==> config.mk <==
export PLATFORM = sky130hd
export DESIGN_NAME = mttb_lin
export DESIGN_NICKNAME = d
export VERILOG_FILES = /design/src/mttb_pkg.sv /design/src/mttb_lin.sv
export SDC_FILE = /design/constraint.sdc
export NUM_CORES = 2
export LEC_CHECK = 0
export BUFFER_PORTS_ARGS = -buffer_cell sky130_fd_sc_hd__buf_2
export CAP_MARGIN = 5
export CORE_UTILIZATION = 45
export CTS_BUF_LIST = sky130_fd_sc_hd__clkbuf_16
export DETAILED_ROUTE_END_ITERATION = 10
export PLACE_DENSITY_LB_ADDON = 0.08
export SLEW_MARGIN = 0
export SYNTH_ARGS = -nofsm -noshare
export SYNTH_HDL_FRONTEND = slang
export SYNTH_SLANG_ARGS = --single-unit
==> constraint.sdc <==
create_clock -name clk -period 9.55 [get_ports clk]
set_clock_uncertainty 0.2 [all_clocks]
set_input_delay 0 -clock clk [delete_from_list [all_inputs] [get_ports clk]]
set_output_delay 0 -clock clk [all_outputs]
set_load 0.05 [all_outputs]
==> src/mttb_pkg.sv <==
// ----------------------------------------------------------------------------
// mttb_pkg
// Shared widths, codes, pipeline depths and CORDIC angle tables for the
// tile-to-bounding-box pipeline.
// ----------------------------------------------------------------------------
package mttb_pkg;

	localparam int MAX_ZOOM_DEF  = 24;
	localparam int FRAC_BITS_DEF = 16;

	localparam int TILE_W  = 24;
	localparam int ZOOM_W  = 5;
	localparam int PROJ_W  = 2;
	localparam int HW_W    = 26;
	localparam int IDX_W   = 1;
	localparam int COORD_W = 42;
	localparam int EDGE_W  = TILE_W + 1;
	localparam int NUM_W   = 33;
	localparam int MUL_W   = HW_W + 1;

	localparam logic [PROJ_W-1:0] PROJ_GEO     = 2'd0;
	localparam logic [PROJ_W-1:0] PROJ_MERC    = 2'd1;
	localparam logic [PROJ_W-1:0] PROJ_UNKNOWN = 2'd2;
	localparam logic [PROJ_W-1:0] PROJ_SPARE   = 2'd3;

	localparam logic [IDX_W-1:0] REG_PROJECTION = 1'b0;
	localparam logic [IDX_W-1:0] REG_HALF_WORLD = 1'b1;

	localparam logic [HW_W-1:0] HALF_WORLD_RST = 26'd20037508;

	localparam logic signed [COORD_W-1:0] OUT_HI = {1'b0, {(COORD_W-1){1'b1}}};
	localparam logic signed [COORD_W-1:0] OUT_LO = {1'b1, {(COORD_W-1){1'b0}}};

	localparam longint unsigned PI_Q30       = 64'h00000000C90FDAA2;
	localparam longint unsigned QUARTER_PI60 = 64'h0C90FDAA22168C23;

	localparam int HYP_STEPS = 32;
	localparam int CIR_STEPS = 31;
	localparam int LIN_DEPTH = 3;
	// front (2) + hyperbolic + products (3) + circular + degree scaling (2)
	localparam int LAT_DEPTH = 2 + HYP_STEPS + 3 + CIR_STEPS + 2;

	// shift of hyperbolic step k; shifts 4 and 13 run twice
	function automatic int hyp_shift(input int k);
		if (k <= 3)
			return k + 1;
		else if (k <= 13)
			return k;
		else
			return k - 1;
	endfunction

	// atanh(2^-i), Q30
	function automatic longint hyp_q30(input int i);
		longint unsigned th;
		longint unsigned term;
		int d;
		th = 64'd0;
		for (int k = 0; k < 31; k++) begin
			d = 2 * k + 1;
			if (i * d <= 60) begin
				term = (64'd1 << (60 - i * d)) / 64'(d);
				th = th + term;
			end
		end
		return longint'((th + 64'd536870912) >> 30);
	endfunction

	// atan(2^-i)/pi, Q30
	function automatic longint cir_q30(input int i);
		longint tc;
		longint unsigned term;
		int d;
		tc = 64'sd0;
		if (i == 0)
			return longint'((QUARTER_PI60 + PI_Q30 / 2) / PI_Q30);
		for (int k = 0; k < 31; k++) begin
			d = 2 * k + 1;
			if (i * d <= 60) begin
				term = (64'd1 << (60 - i * d)) / 64'(d);
				if (k % 2 == 1)
					tc = tc - longint'(term);
				else
					tc = tc + longint'(term);
			end
		end
		return longint'((longint'(unsigned'(tc)) + PI_Q30 / 2) / PI_Q30);
	endfunction

endpackage

==> src/mttb_lin.sv <==
// ----------------------------------------------------------------------------
// mttb_lin
// Linear edge lane: num * m scaled by 2^(FRAC_BITS-zoom), saturated to 42 bits.
// ----------------------------------------------------------------------------
module mttb_lin #(
	parameter int FRAC_BITS = mttb_pkg::FRAC_BITS_DEF
) (
	input  logic                                  clk,
	input  logic                                  en,
	input  logic signed [mttb_pkg::NUM_W-1:0]     num,
	input  logic signed [mttb_pkg::MUL_W-1:0]     mul,
	input  logic        [mttb_pkg::ZOOM_W-1:0]    zoom,
	output logic signed [mttb_pkg::COORD_W-1:0]   coord
);

	localparam int PROD_W = mttb_pkg::NUM_W + mttb_pkg::MUL_W;
	localparam int SC_W   = 64;

	logic signed [PROD_W-1:0]             p_s1;
	logic        [mttb_pkg::ZOOM_W-1:0]   zoom_s1;
	logic signed [SC_W-1:0]               sc;
	logic signed [SC_W-1:0]               sc_s2;
	logic signed [mttb_pkg::COORD_W-1:0]  coord_s3;

	always_ff @(posedge clk) begin
		if (en) begin
			p_s1    <= num * mul;
			zoom_s1 <= zoom;
		end
	end

	always_comb begin
		if (zoom_s1 <= mttb_pkg::ZOOM_W'(FRAC_BITS))
			sc = SC_W'(p_s1) <<< (mttb_pkg::ZOOM_W'(FRAC_BITS) - zoom_s1);
		else
			sc = SC_W'(p_s1) >>> (zoom_s1 - mttb_pkg::ZOOM_W'(FRAC_BITS));
	end

	always_ff @(posedge clk) begin
		if (en) begin
			sc_s2 <= sc;
			if (sc_s2 > SC_W'(mttb_pkg::OUT_HI))
				coord_s3 <= mttb_pkg::OUT_HI;
			else if (sc_s2 < SC_W'(mttb_pkg::OUT_LO))
				coord_s3 <= mttb_pkg::OUT_LO;
			else
				coord_s3 <= mttb_pkg::COORD_W'(sc_s2);
		end
	end

	assign coord = coord_s3;

endmodule

==> Word-level counts from Yosys, hierarchy flattened <==
Cells that the tools add are included.
W data, S select, Z words.
{ "word_totals": {"regBits": 171, "in_bits": 67, "out_inout_bits": 42, "wordCells": 14} }
{ "classes": {"addsub": 2, "multipliers": 1, "magnitude_cmp": 3, "shifts": 2, "mux": 2} }
{ "ops": {"columns": ["cell", "n"], "rows": [
  ["$gt A64 B42 Y1 const B", 1],
  ["$lt A64 B42 Y1 const B", 1],
  ["$mux W64", 1],
  ["$sshl A60 B5 Y64", 1],
  ["$sshr A60 B5 Y64", 1],
  ["$mul A33 B27 Y60", 1],
  ["$mux W42", 1],
  ["$le A5 B5 Y1 const B", 1],
  ["$sub A5 B5 Y5 const A", 1],
  ["$sub A5 B5 Y5 const B", 1]
]} }

==> Depth between registers and ports, before layout <==
{ "depth": {"word_depth": 3, "depth_mapped": 28, "ltp_nobuf": 25} }

==> Worst setup path before layout <==
Ideal clock, no wire load.
{ "synth_path": {"path_kind": "input to register", "startpoint": "input port num[26] (netlist name)", "endpoint": "register p_s1[59] (data pin)", "setup_ps": 260, "arrival_time_ps": 6267, "required_ps": 9090, "path_slack_ps": 2823, "path_stages": 26, "n_path_buf": 3, "cell_sequence": "clkbuf_1 -> clkbuf_1 -> nand2_1 -> fa_1 -> inv_1 -> fa_1 -> fa_1 -> inv_1 -> fa_1 -> fa_1 -> inv_1 -> fa_1 -> inv_1 -> fa_1 -> inv_1 -> ha_1 -> clkbuf_1 -> o21a_1 -> o21ai_0 -> a21oi_1 -> o21ai_0 -> a31oi_4 -> a211o_1 -> and3_1 -> o31a_1 -> xnor2_1"} }
{ "synth_via": {"elab_chain_cells": 1} }
{ "synth_lines": {"columns": ["item", "line", "rtl"], "rows": [
  ["from (decl)", "mttb_lin.sv:10", "input logic signed [mttb_pkg::NUM_W-1:0] num,"],
  ["$mul A33 B27 Y60", "mttb_lin.sv:27", "p_s1 <= num * mul;"],
  ["to (signal assigned)", "mttb_lin.sv:27", null],
  ["to (decl)", "mttb_lin.sv:19", "logic signed [PROD_W-1:0] p_s1;"]
]} }
Every way passes these cells.
A chain may end at the register's enable or synchronous reset.

==> Worst setup path after layout <==
{ "layout_path": {"startpoint": "input port mul[1] (netlist name)", "endpoint": "register p_s1[56] (data pin)"} }
{ "layout_via": {"elab_chain_cells": 1} }
{ "layout_lines": {"columns": ["item", "line", "rtl"], "rows": [
  ["from (decl)", "mttb_lin.sv:11", "input logic signed [mttb_pkg::MUL_W-1:0] mul,"],
  ["$mul A33 B27 Y60", "mttb_lin.sv:27", null]
]} }
Every way passes these cells.

==> results_dict.tcl <==
set metrics [dict create \
    status "finished, violations left" \
    violations "DRC" \
    synth_top_area_cell "fa_1" \
    dp_hpwl_um 98300 \
    critical_path_class "input pin to flip-flop" \
    critPathRequiredTime_ns 9.56 \
    clk_latency_ns 0.46 \
    die-width_um 315 \
    final_core_util 0.476 \
    final_hold_viol_count 0 \
    final_max_slew_viol_count 0 \
    crit_chain "buf_2 -> nand2_1 -> inv_1 -> fa_1 -> fa_1 -> fa_1 -> ha_1 -> inv_1 -> fa_1 -> inv_1 -> fa_1 -> inv_1 -> fa_1 -> inv_1 -> ha_1 -> a21o_1 -> a21o_1 -> a21oi_1 -> nor2_1 -> a211oi_1 -> a21oi_1 -> o21ai_0 -> nand3_1" \
    multi_input_area_um2 34100 \
    fmax_mhz 133 \
    wl_per_cell_um 20.5 \
    numCtsBuffers 17 \
    drc 17 \
    drt_pass1_iterations 8 \
    crit_arrival_ns 7.53 \
    ys_async_sr_fraction 0 \
    seq_area_um2 5130 \
    clock_sinks 171 \
    track_usage 0.259 \
    syn_inst 4826 \
    layout_common_cells "inv_1 (1005), fa_1 (911), nand2_1 (827)" \
    syn_area_um2 44100 \
    cp_top_family "adder cells" \
    critPathMostFrequentCell "fa_1" \
    critical_path_buf_inv_count 6 \
    drive_gt1_frac 0.0640 \
    via_count 31900 \
    cp_slowest_stage_delay_ns 0.85 \
    cts_setup_buffers 0 \
    via_per_inst 5.31 \
    overflow 0 \
    synthTopCellsByArea "fa_1 (41%), edfxtp_1 (12%), inv_1 (8.6%), nand2_1 (7.0%), and2_1 (6.0%)" \
    worst-path-max-fanout 33 \
    fp.dieH_um 315 \
    cap_violations 0 \
    cpMaxStageDelayCell "ha_1" \
    cts_tree "built" \
    drt_wl_total_um 123000 \
    cts-htree-levels 4 \
    n_fill_cell 9501 \
    core_area_um2 96900 \
    start_util 0.455 \
    ant_nets 0 \
    relSlewSlack 0.348 \
    grt_pass1_wl_um 197000 \
    end_kind "flip-flop" \
    final_common_cell "inv_1" \
    fin_nets 5857 \
    cts_hold_buf 6 \
    cts_root_buf "clkbuf_16" \
    yosysUniqueCellTypes 69 \
    synth-edff-count 171 \
    worstMarginPinSlew_ns 0.973 \
    ys_warn_count 0 \
    cts.clk_slew.worst_paths_ns 0.08 \
    hold_path_class "input pin to flip-flop" \
    die_area_um2 99200 \
    postPlaceCellArea_um2 45400 \
    cts.repair.resized 0 \
    diodes 0 \
    ios 109 \
    grt_setup_unrepaired "false" \
    cts_max_path_buffers 2 \
    grt_max_degree 98 \
    syn_area_per_cell_um2 9.13 \
    syn-num-nets 5976 \
    synth_seq_cells 171 \
    netlist.area_leader.share 0.414 \
    portBuffers 108 \
    finalSetupViolCount 0 \
    fp-row-count 114 \
    finalSetupTns_ns 0 \
    synth_seq_area_share 0.117 \
    period_minus_slack_ns 7.52 \
    first_global_vias 33900 \
    synthToLayoutAreaGrowth_pct 4.60 \
    antenna_found_initial 1 \
    place_congestion 0.925 \
    drt_iter0_drc 1931 \
    period_share 0.788 \
    fin_hold_ws_ns 0.0676 \
    cp-start-kind "input pin" \
    fin_area_um2 46100 \
    synthFlopType "edfxtp_1" \
]
==> area by class of cell <==
| type | count | area share |
|---|---|---|
| Inverter | 1010 | 0.0823 |
| Sequential cell | 171 | 0.111 |
| Clock inverter | 15 | 0.00410 |
| Timing Repair Buffer | 149 | 0.0189 |
| Tap cell | 1276 | 0.0346 |
| Clock buffer | 17 | 0.00923 |
| Multi-Input combinational cell | 3358 | 0.739 |
==> state kept, by name (all words and copies together), names as in the netlist <==
signal / flops
sc_s2: 64
zoom_s1: 5
coord: 42
p_s1: 60
==> metal layers <==
metal,GRT usage,share of wire,routed length (um),up-vias
li1,-,-,-,14500
met1,0.365,0.45,55800,16500
met2,0.439,0.49,59800,785
met3,0.0251,0.045,5540,114
met4,0.0409,0.016,2010,0
met5,0,0,0,-
==> worst paths after layout <==
| path | start | to | slack, ns | cells after the start |
|---|---|---|---|---|
| worst max-delay path | mul[1] | p_s1[56]$_DFFE_PP_ | 2.03 | 23 |
| worst min-delay path | zoom[1] | zoom_s1[1]$_DFFE_PP_ | 0.07 | 2 |
| worst max register to register | zoom_s1[0]$_DFFE_PP_ | sc_s2[47]$_DFFE_PP_ | 3.38 | 12 |
| worst min register to register | sc_s2[8]$_DFFE_PP_ | coord[8]$_SDFFCE_PN1P_ | 0.31 | 2 |
==> synthesized netlist by cell type (7+ instances only) <==
library cell,instances
a211oi_1,64
a21boi_0,7
a21o_1,19
a21oi_1,169
a22o_1,9
a311oi_1,7
a31oi_1,12
and2_1,420
and3_1,14
buf_1,15
buf_2,13
clkbuf_1,255
edfxtp_1,171
fa_1,911
ha_1,172
inv_1,1006
mux2_2,17
mux2i_1,96
mux4_2,81
nand2_1,827
nand2b_1,13
nand3_1,16
nand4_1,12
nor2_1,170
nor2b_1,16
nor3_1,26
o211ai_1,9
o21a_1,14
o21ai_0,119
o21bai_1,11
xnor2_1,45
xor2_1,18
==> per-stage QoR <==
stage	instances	setup slack, ns
after floorplan	4826	2.82
after global routing	5996	1.60
after global placement	5958	1.59
after detailed placement	5958	1.53
final	5996	2.03
after CTS	5996	2.04
==> cell families (layout without fill, tap and decap cells) <==
group | Yosys count | in the layout | share of synthesized area
multiplexers | 194 | 194 | 0.0676
adder cells (fa/ha/maj) | 1083 | 1083 | 0.463
AND/OR/NAND/NOR | 1533 | 1533 | 0.160
buffers and inverters | 1297 | 1191 | 0.111
flip-flops | 171 | 171 | 0.117
XOR/XNOR | 63 | 63 | 0.0125
AO/OA/AOI/OAI | 485 | 485 | 0.0687
==> worst register-to-register path, stage by stage (launching register included) <==
cell and delay, ns:
edfxtp_1 0.32, buf_4 0.69, clkinv_1 1.08, ha_2 0.68
buf_4 0.57, inv_1 0.68, a211oi_1 0.41, a21oi_1 0.12
a21oi_1 0.48, a21oi_1 0.18, and2_1 0.21, a211oi_1 0.20
a21oi_1 0.08
Power is left out: the tool's default activity adds up to more than one toggle a clock period on the data nets, which glitch-free logic cannot reach.
